### src/hdl/sw_alarm_pkg.sv
// types, codes and constants shared by the stopwatch with alarm
package sw_alarm_pkg;

	localparam int unsigned MAX_DIGITS_DEF = 11;
	localparam logic [31:0] INTERVAL_RESET = 32'd1000;

	localparam int MS_W      = 10;
	localparam int SEC_W     = 23;
	localparam int HOUR_W    = 11;
	localparam int MIN_W     = 6;
	localparam int REM_MIN_W = 27;

	localparam logic [MS_W-1:0]  MS_LAST     = 10'd999;
	// elapsed_ms wraps at 2^32, which is 4294967 s and 296 ms
	localparam logic [MS_W-1:0]  MS_AT_WRAP  = 10'd295;
	localparam logic [SEC_W-1:0] SEC_AT_WRAP = 23'd4294967;
	localparam logic [MIN_W-1:0] SIXTY_LAST  = 6'd59;

	// x / 60 for any 32-bit x is (x * DIV60_MAGIC) >> DIV60_SHIFT
	localparam logic [31:0] DIV60_MAGIC = 32'h8888_8889;
	localparam int          DIV60_SHIFT = 37;
	localparam logic [31:0] SIXTY       = 32'd60;

	localparam logic [2:0] KIND_REPORT = 3'd0;
	localparam logic [2:0] KIND_ALARM  = 3'd1;
	localparam logic [2:0] KIND_PAUSE  = 3'd2;
	localparam logic [2:0] KIND_RESET  = 3'd3;
	localparam logic [2:0] KIND_SET    = 3'd4;

	localparam logic [7:0] CHAR_PAUSE = 8'h70;
	localparam logic [7:0] CHAR_RESET = 8'h72;
	localparam logic [7:0] CHAR_CLEAR = 8'h61;
	localparam logic [7:0] CHAR_ZERO  = 8'h30;
	localparam logic [7:0] CHAR_NINE  = 8'h39;
	localparam logic [7:0] CHAR_LF    = 8'h0A;
	localparam logic [7:0] CHAR_CR    = 8'h0D;

	// everything one request produces, apart from the time left
	typedef struct packed {
		logic [2:0]        kind;
		logic              two;
		logic [HOUR_W-1:0] hours;
		logic [MIN_W-1:0]  minutes;
		logic [MIN_W-1:0]  seconds;
		logic              running;
		logic [31:0]       alarm_value;
	} res_hdr_t;

endpackage

### src/hdl/stopwatch_with_alarm.sv
// stopwatch with status reports and a one-shot alarm
//
// Takes one request per cycle (tick or command character) while in_stall is low and
// updates the stopwatch state in the same cycle. Elapsed time is kept as running ms/s/min/h
// counters, so no divider sits in the tick path. Each request's results pass three
// registers (snapshot, 32x32 multiply for the divide by sixty of the time left,
// correction) and then leave one per cycle while out_stall is low. A tick that gives both
// a report and the alarm holds the last stage until both have left, so the input may stall.
// The interval register may be written at any time the block is idle; cfg_ready is
// always high.
module stopwatch_with_alarm
	import sw_alarm_pkg::*;
#(
	parameter int unsigned MAX_DIGITS = MAX_DIGITS_DEF
) (
	input  logic                 clk,
	input  logic                 arst_n,
	input  logic                 in_valid,
	output logic                 in_stall,
	input  logic                 op,
	input  logic [7:0]           char_code,
	output logic                 out_valid,
	input  logic                 out_stall,
	output logic [2:0]           kind,
	output logic [HOUR_W-1:0]    hours,
	output logic [MIN_W-1:0]     minutes,
	output logic [MIN_W-1:0]     seconds,
	output logic                 running,
	output logic [31:0]          alarm_value,
	output logic [REM_MIN_W-1:0] remain_minutes,
	output logic [MIN_W-1:0]     remain_seconds,
	output logic                 last,
	input  logic                 cfg_valid,
	output logic                 cfg_ready,
	input  logic [31:0]          cfg_data
);

	localparam int CNT_W = $clog2(MAX_DIGITS + 1);
	localparam logic [CNT_W-1:0] MAX_CNT = CNT_W'(MAX_DIGITS);

	// stopwatch state
	logic [31:0]       interval_q;
	logic [MS_W-1:0]   ms_q;
	logic [SEC_W-1:0]  sec_q;
	logic [HOUR_W-1:0] hh_q;
	logic [MIN_W-1:0]  mm_q;
	logic [MIN_W-1:0]  ss_q;
	logic [31:0]       since_q;
	logic              run_q;
	logic [31:0]       alarm_q;
	logic              done_q;
	logic [CNT_W-1:0]  cnt_q;
	logic [31:0]       dv_q;

	logic [MS_W-1:0]   ms_d;
	logic [SEC_W-1:0]  sec_d;
	logic [HOUR_W-1:0] hh_d;
	logic [MIN_W-1:0]  mm_d;
	logic [MIN_W-1:0]  ss_d;
	logic [31:0]       since_d;
	logic              run_d;
	logic [31:0]       alarm_d;
	logic              done_d;
	logic [CNT_W-1:0]  cnt_d;
	logic [31:0]       dv_d;

	// pipeline
	logic                 v_s1, v_s2, v_s3, second_q;
	res_hdr_t             hdr_s1, hdr_s2, hdr_s3;
	logic [31:0]          rem_s1, rem_s2;
	logic [REM_MIN_W-1:0] quot_s2, rmin_s3;
	logic [MIN_W-1:0]     rsec_s3;

	logic en1, en2, en3, accept, pop;

	// tick helpers
	logic [MS_W-1:0]   t_ms;
	logic [SEC_W-1:0]  t_sec;
	logic [HOUR_W-1:0] t_hh;
	logic [MIN_W-1:0]  t_mm;
	logic [MIN_W-1:0]  t_ss;
	logic [31:0]       since_inc;
	logic [SEC_W-1:0]  s_new;
	logic [31:0]       s_new32;
	logic              do_report, do_alarm;
	logic [35:0]       dv_mul;
	logic              has_res;
	res_hdr_t          hdr_d;
	logic [31:0]       rem_d;
	logic [63:0]       prod;
	logic [31:0]       q60;
	logic              show_report;

	assign cfg_ready = 1'b1;

	// elapsed time one millisecond on
	always_comb begin
		t_ms  = ms_q + 1'b1;
		t_sec = sec_q;
		t_hh  = hh_q;
		t_mm  = mm_q;
		t_ss  = ss_q;
		if (sec_q == SEC_AT_WRAP && ms_q == MS_AT_WRAP) begin
			t_ms  = '0;
			t_sec = '0;
			t_hh  = '0;
			t_mm  = '0;
			t_ss  = '0;
		end else if (ms_q == MS_LAST) begin
			t_ms  = '0;
			t_sec = sec_q + 1'b1;
			if (ss_q == SIXTY_LAST) begin
				t_ss = '0;
				if (mm_q == SIXTY_LAST) begin
					t_mm = '0;
					t_hh = hh_q + 1'b1;
				end else begin
					t_mm = mm_q + 1'b1;
				end
			end else begin
				t_ss = ss_q + 1'b1;
			end
		end
	end

	assign since_inc = (since_q == '1) ? since_q : since_q + 32'd1;
	assign s_new     = run_q ? t_sec : sec_q;
	assign s_new32   = {{(32-SEC_W){1'b0}}, s_new};
	assign do_report = run_q && (since_inc >= interval_q);
	assign do_alarm  = (alarm_q != '0) && !done_q && (s_new32 >= alarm_q);
	assign dv_mul    = ({4'd0, dv_q} << 3) + ({4'd0, dv_q} << 1) + {32'd0, char_code[3:0]};

	always_comb begin
		ms_d    = ms_q;
		sec_d   = sec_q;
		hh_d    = hh_q;
		mm_d    = mm_q;
		ss_d    = ss_q;
		since_d = since_q;
		run_d   = run_q;
		alarm_d = alarm_q;
		done_d  = done_q;
		cnt_d   = cnt_q;
		dv_d    = dv_q;
		has_res = 1'b0;
		hdr_d   = '0;
		rem_d   = '0;
		if (!op) begin
			if (run_q) begin
				ms_d    = t_ms;
				sec_d   = t_sec;
				hh_d    = t_hh;
				mm_d    = t_mm;
				ss_d    = t_ss;
				since_d = do_report ? '0 : since_inc;
			end
			if (do_alarm) begin
				done_d = 1'b1;
			end
			has_res = do_report || do_alarm;
			hdr_d.kind = do_report ? KIND_REPORT : KIND_ALARM;
			hdr_d.two  = do_report && do_alarm;
			hdr_d.hours   = t_hh;
			hdr_d.minutes = t_mm;
			hdr_d.seconds = t_ss;
			// a zero alarm is never above the seconds, so the time left reads 0
			rem_d = (alarm_q > s_new32) ? alarm_q - s_new32 : '0;
		end else begin
			priority if (char_code == CHAR_PAUSE) begin
				run_d      = !run_q;
				since_d    = '0;
				has_res    = 1'b1;
				hdr_d.kind = KIND_PAUSE;
			end else if (char_code == CHAR_RESET) begin
				ms_d       = '0;
				sec_d      = '0;
				hh_d       = '0;
				mm_d       = '0;
				ss_d       = '0;
				run_d      = 1'b1;
				done_d     = 1'b0;
				has_res    = 1'b1;
				hdr_d.kind = KIND_RESET;
			end else if (char_code == CHAR_CLEAR) begin
				cnt_d = '0;
				dv_d  = '0;
			end else if (char_code >= CHAR_ZERO && char_code <= CHAR_NINE) begin
				if (cnt_q < MAX_CNT) begin
					cnt_d = cnt_q + 1'b1;
					dv_d  = (|dv_mul[35:32]) ? '1 : dv_mul[31:0];
				end
			end else if (char_code == CHAR_LF || char_code == CHAR_CR) begin
				if (cnt_q != '0) begin
					alarm_d    = dv_q;
					done_d     = 1'b0;
					cnt_d      = '0;
					dv_d       = '0;
					has_res    = 1'b1;
					hdr_d.kind = KIND_SET;
				end
			end else begin
				has_res = 1'b0;
			end
		end
		hdr_d.running     = run_d;
		hdr_d.alarm_value = alarm_d;
		if (hdr_d.kind != KIND_REPORT) begin
			hdr_d.hours   = '0;
			hdr_d.minutes = '0;
			hdr_d.seconds = '0;
			rem_d         = '0;
		end
	end

	// flow control: every stage moves when the one after it can take it
	assign pop      = out_valid && !out_stall;
	assign en3      = !v_s3 || (pop && last);
	assign en2      = !v_s2 || en3;
	assign en1      = !v_s1 || en2;
	assign in_stall = !en1;
	assign accept   = in_valid && en1;

	assign prod = rem_s1 * DIV60_MAGIC;
	assign q60  = {{(32-REM_MIN_W){1'b0}}, quot_s2} * SIXTY;

	always_ff @(posedge clk or negedge arst_n) begin
		if (!arst_n) begin
			interval_q <= INTERVAL_RESET;
			ms_q       <= '0;
			sec_q      <= '0;
			hh_q       <= '0;
			mm_q       <= '0;
			ss_q       <= '0;
			since_q    <= '0;
			run_q      <= 1'b1;
			alarm_q    <= '0;
			done_q     <= 1'b0;
			cnt_q      <= '0;
			dv_q       <= '0;
			v_s1       <= 1'b0;
			v_s2       <= 1'b0;
			v_s3       <= 1'b0;
			second_q   <= 1'b0;
		end else begin
			if (cfg_valid && cfg_ready) begin
				interval_q <= cfg_data;
			end
			if (accept) begin
				ms_q    <= ms_d;
				sec_q   <= sec_d;
				hh_q    <= hh_d;
				mm_q    <= mm_d;
				ss_q    <= ss_d;
				since_q <= since_d;
				run_q   <= run_d;
				alarm_q <= alarm_d;
				done_q  <= done_d;
				cnt_q   <= cnt_d;
				dv_q    <= dv_d;
			end
			if (en1) begin
				v_s1 <= accept && has_res;
			end
			if (en2) begin
				v_s2 <= v_s1;
			end
			if (en3) begin
				v_s3     <= v_s2;
				second_q <= 1'b0;
			end else if (pop) begin
				second_q <= 1'b1;
			end
		end
	end

	always_ff @(posedge clk) begin
		if (en1) begin
			hdr_s1 <= hdr_d;
			rem_s1 <= rem_d;
		end
		if (en2) begin
			hdr_s2  <= hdr_s1;
			rem_s2  <= rem_s1;
			quot_s2 <= prod[DIV60_SHIFT +: REM_MIN_W];
		end
		if (en3) begin
			hdr_s3  <= hdr_s2;
			rmin_s3 <= quot_s2;
			rsec_s3 <= rem_s2[MIN_W-1:0] - q60[MIN_W-1:0];
		end
	end

	// the second result of a request is always the alarm
	assign show_report    = !second_q && (hdr_s3.kind == KIND_REPORT);
	assign out_valid      = v_s3;
	assign kind           = second_q ? KIND_ALARM : hdr_s3.kind;
	assign hours          = show_report ? hdr_s3.hours : '0;
	assign minutes        = show_report ? hdr_s3.minutes : '0;
	assign seconds        = show_report ? hdr_s3.seconds : '0;
	assign remain_minutes = show_report ? rmin_s3 : '0;
	assign remain_seconds = show_report ? rsec_s3 : '0;
	assign running        = hdr_s3.running;
	assign alarm_value    = hdr_s3.alarm_value;
	assign last           = second_q || !hdr_s3.two;

	a_done_needs_alarm: assert property (@(posedge clk) disable iff (!arst_n)
		done_q |-> (alarm_q != '0))
		else $error("alarm marked fired with no alarm set");

	a_hms_match: assert property (@(posedge clk) disable iff (!arst_n)
		(int'(hh_q) * 3600 + int'(mm_q) * 60 + int'(ss_q)) == int'(sec_q))
		else $error("h:m:s counters disagree with the seconds count");

	a_ms_range: assert property (@(posedge clk) disable iff (!arst_n)
		accept |=> (ms_q <= MS_LAST) && (ss_q <= SIXTY_LAST) && (mm_q <= SIXTY_LAST))
		else $error("time counter out of range");

	a_second_only_pair: assert property (@(posedge clk) disable iff (!arst_n)
		(out_valid && second_q) |-> hdr_s3.two)
		else $error("second result shown for a single-result request");

endmodule

### config.mk
export PLATFORM = sky130hd
export DESIGN_NAME = stopwatch_with_alarm
export DESIGN_NICKNAME = d
export VERILOG_FILES = /design/src/hdl/sw_alarm_pkg.sv /design/src/hdl/stopwatch_with_alarm.sv
export SDC_FILE = /design/constraint.sdc
export NUM_CORES = 2
export LEC_CHECK = 0
export BUFFER_PORTS_ARGS = -buffer_cell sky130_fd_sc_hd__buf_2
export CAP_MARGIN = 30
export CORE_UTILIZATION = 64
export CTS_CLUSTER_DIAMETER = 80
export DETAILED_ROUTE_END_ITERATION = 12
export PLACE_DENSITY = 0.82
export SYNTH_ARGS = -nofsm -noshare
export SYNTH_HDL_FRONTEND = slang
export SYNTH_SLANG_ARGS = --single-unit
### constraint.sdc
create_clock -name clk -period 15.86 [get_ports clk]
set_input_delay 0.793 -clock clk [delete_from_list [all_inputs] [get_ports clk]]
set_output_delay 0.793 -clock clk [all_outputs]
set_load 0.01 [all_outputs]
==> run_results.csv <==
group,metric,value,unit
die,placementRows,83,
sta,finalSetupTns,0,ps
yosys,synth_area_leaders,"edfxtp_1 (25%), ha_1 (16%), dfrtp_1 (14%)",
min_path,hold_class,"input pin to asynchronous set/reset pin",
route,vias,24230,
cts,cts.sinks,472,
yosys,syn_area,33760,µm²
cells_and_area,final_cell_mix,"ha_1 (432), inv_1 (379), nand2_1 (320), edfxtp_1 (278), o21ai_0 (210)",
yosys,synthXorXnorAreaFrac,4.333,%
die,die_w,231.7,µm
worst_setup_path,r2r_end,"quot_s2[25]$_DFFE_PP_",
sta,drv_slew,0,
worst_setup_path,end_kind,"flop",
yosys,synthFlopType,"edfxtp_1",
yosys,synth_cell_type_count,87,
route,wirelength,78410,µm
place,hpwl,60210,µm
cells_and_area,ff_latch_area,13210,µm²
sta,fin_crit_sh,45.20,%
sta,finClkSkew,29.66,ps
yosys,synthesis.nets,3869,
route,drt.antenna.violating_nets,0,
grt,grt_usage,30.14,%
sta,fmax,139.5,MHz
worst_setup_path,r2r_start,"rem_s1[1]$_SDFFCE_PP0N_",
route,dr.pass1.iters,5,
die,start_util,65.27,%
cts,cts_made_buffers,50,
grt,grt_max_degree,76,
cts,cts_tree,"yes",
sta,setup_viol,0,
worst_setup_path,crit_required,16190,ps
yosys,yosys.area_share.simple,11.99,%
yosys,yosys_register_bits,472,
worst_setup_path,critPathMaxFanout,6,
cts,post_cts_resized,0,
worst_setup_path,cp.arrival,7500,ps
yosys,synth_top_family_by_area,"adder cells",
cells_and_area,syn_to_final_growth,8.837,%
cts,cts_buffer_depth,3,
pwr,p_leak,0.01854,µW
yosys,synthCells,3230,
run,maxCapViolCount,0,
route,drtIter0Drc,1669,
sta,hold_viol,0,
place,io_buffer_count,140,
route,drc,0,
die,die_y,231.7,µm
die,io_pins,142,
grt,grt_pass1_vias,24420,
cts,cts_max_level,2,
cells_and_area,fill_cells,3737,
die,dieArea,53670,µm²
place,gp_congestion,0.9998,
yosys,synth_top_area_share,24.73,%
yosys,synth_mux_area_share,1.308,%
worst_setup_path,critPathCapture,"quot_s2[25]$_DFFE_PP_",
cts,cts_setup_buffers,0,
cts,root_buffer,"clkbuf_16",
cells_and_area,drive_above_1_share,9.762,%
worst_setup_path,start_kind,"flop",
yosys,synth.largest_area_cell,"edfxtp_1",
yosys,synth_fa_ha_area_share,25.56,%
worst_setup_path,startpoint,"rem_s1[1]$_SDFFCE_PP0N_",
yosys,async_reset_ff_share,41.10,%
grt,overflow,0,
route,avgRoutedWirePerCell,19.40,µm
sta,hold_slack,162.6,ps
die,fp.coreArea,51720,µm²
yosys,ys_warn_count,0,
grt,grt_antenna_before_repair,1,
yosys,synth-compound-area-share,11.63,%
cts,clkSlewWorstSetupHoldPaths,60,ps
pwr,p_per_area,119.0,nW/µm²
worst_setup_path,reg2reg_slack,8690,ps
sta,tightest_slew,1063,ps
worst_setup_path,path_class,"flop to flop",
worst_setup_path,r2r_cells,22,
route,viasPerCell,5.997,
status,status,"completed",
yosys,synth_edf_count,278,
cts,insertion_delay,620,ps
cells_and_area,layout_commonest_cell,"ha_1",
sta,layout_min_cycle_time,7168,ps
grt,grt_pass1_wl,128000,µm
yosys,yosysSeqAreaShare,39.14,%
cells_and_area,multi_input_area,18560,µm²
sta,rsz0062_at_grt,"false",
yosys,synth.avg_cell_area,10.45,µm²
pwr,irDropWorstVdd,0.1226,mV
cells_and_area,nets,3957,
sta,relSlewSlack,28.49,%
cts,cts_hold_buf,0,
## cell usage after synthesis (all sizes together), types with 10 or more instances
master  count
ha        432
inv       380
nand2     322
edfxtp    278
o21ai     218
dfrtp     187
fa        161
nor2      160
a21oi     114
xnor2      97
clkbuf     77
xor2       70
a21o       68
and2       64
nand3      62
a31oi      53
buf        48
nand4      43
nor3       40
mux2       33
o31ai      31
and3       28
a211oi     24
nor4       24
nor2b      20
nand2b     16
o21bai     15
o21a       14
or3        11
a32o       10
## logic make-up (layout without fill, tap and decap cells)
family	after synthesis	after routing
AND/OR/NAND/NOR	835	835
AO/OA/AOI/OAI	617	617
adder cells (fa/ha/maj)	593	593
buffers and inverters	505	635
flip-flops	472	472
XOR/XNOR	167	167
multiplexers	40	40
other	1	2
## cell type report
| type | instances | area share (%) |
|---|---|---|
| Antenna cell | 1 | 0.006811 |
| Clock buffer | 66 | 3.903 |
| Clock inverter | 28 | 0.9400 |
| Inverter | 380 | 3.889 |
| Multi-Input combinational cell | 2253 | 50.53 |
| Sequential cell | 472 | 35.96 |
| Tap cell | 680 | 2.316 |
| Timing Repair Buffer | 161 | 2.455 |
## critical path: stages, from the launching register on
cell	delay (ps)
edfxtp_1	520
ha_1	410
fa_1	600
inv_1	80
fa_1	490
fa_1	520
fa_1	550
inv_1	60
fa_1	530
inv_1	60
fa_1	530
inv_1	40
ha_1	340
nand2_1	60
nor4_1	320
nor4bb_1	370
a21boi_0	280
a2111oi_0	100
buf_4	160
o21ai_0	280
a31oi_1	210
o21ai_0	280
xor2_1	100
## flip-flops by register name (all words and copies together) (netlist names), 23 cells and up
| name | cells |
|---|---|
| alarm_q | 32 |
| alarm_value | 32 |
| dv_q | 32 |
| hdr_s1 | 60 |
| hdr_s2 | 60 |
| hdr_s3 | 27 |
| interval_q | 32 |
| quot_s2 | 27 |
| rem_s1 | 32 |
| rmin_s3 | 27 |
| sec_q | 23 |
| since_q | 32 |
## metal layers
metal,part of all wire (%),global-route usage (%)
met1,44,41.52
met2,47,48.95
met3,5.7,4.601
met4,3.1,10.03
met5,0.017,0
## power breakdown
group | switching, µW | internal (µW)
Combinational | 848 | 564
Sequential | 135 | 1580
Clock | 516 | 728
## worst min-delay path by stage
| stage | to | from | slack (ps) | cells after the start |
|---|---|---|---|---|
| 2_1_floorplan | alarm_value[0]$_DFFE_PN_ | hdr_s2[0]$_DFFE_PP_ | 400 | 0 |
| 3_3_place_gp | rmin_s3[19]$_DFFE_PN_ | quot_s2[19]$_DFFE_PP_ | 400 | 0 |
| 3_5_place_dp | alarm_value[25]$_DFFE_PN_ | hdr_s2[25]$_DFFE_PP_ | 400 | 0 |
| 4_1_cts | interval_q[11]$_DFFE_PN0P_ | arst_n | 170 | 1 |
| 5_1_grt | interval_q[11]$_DFFE_PN0P_ | arst_n | 200 | 1 |
| 6_report | interval_q[11]$_DFFE_PN0P_ | arst_n | 160 | 1 |
## per-stage QoR
stage / total power, µW / util, % / cell area, µm² / setup WS (ps) / std cells
finish: 4374 / 71.04 / 36740 / 8692 / 4041
global placement: 3083 / 67.48 / 34900 / 8866 / 3943
CTS: 4395 / 70.98 / 36710 / 8682 / 4039
detailed placement: 3139 / 67.54 / 34930 / 8738 / 3945
floorplan: 2765 / - / 33760 / 7862 / 3230
global route: 4632 / 71.03 / 36740 / 8261 / 4040
No activity file was read; power rests on OpenSTA's default activity.
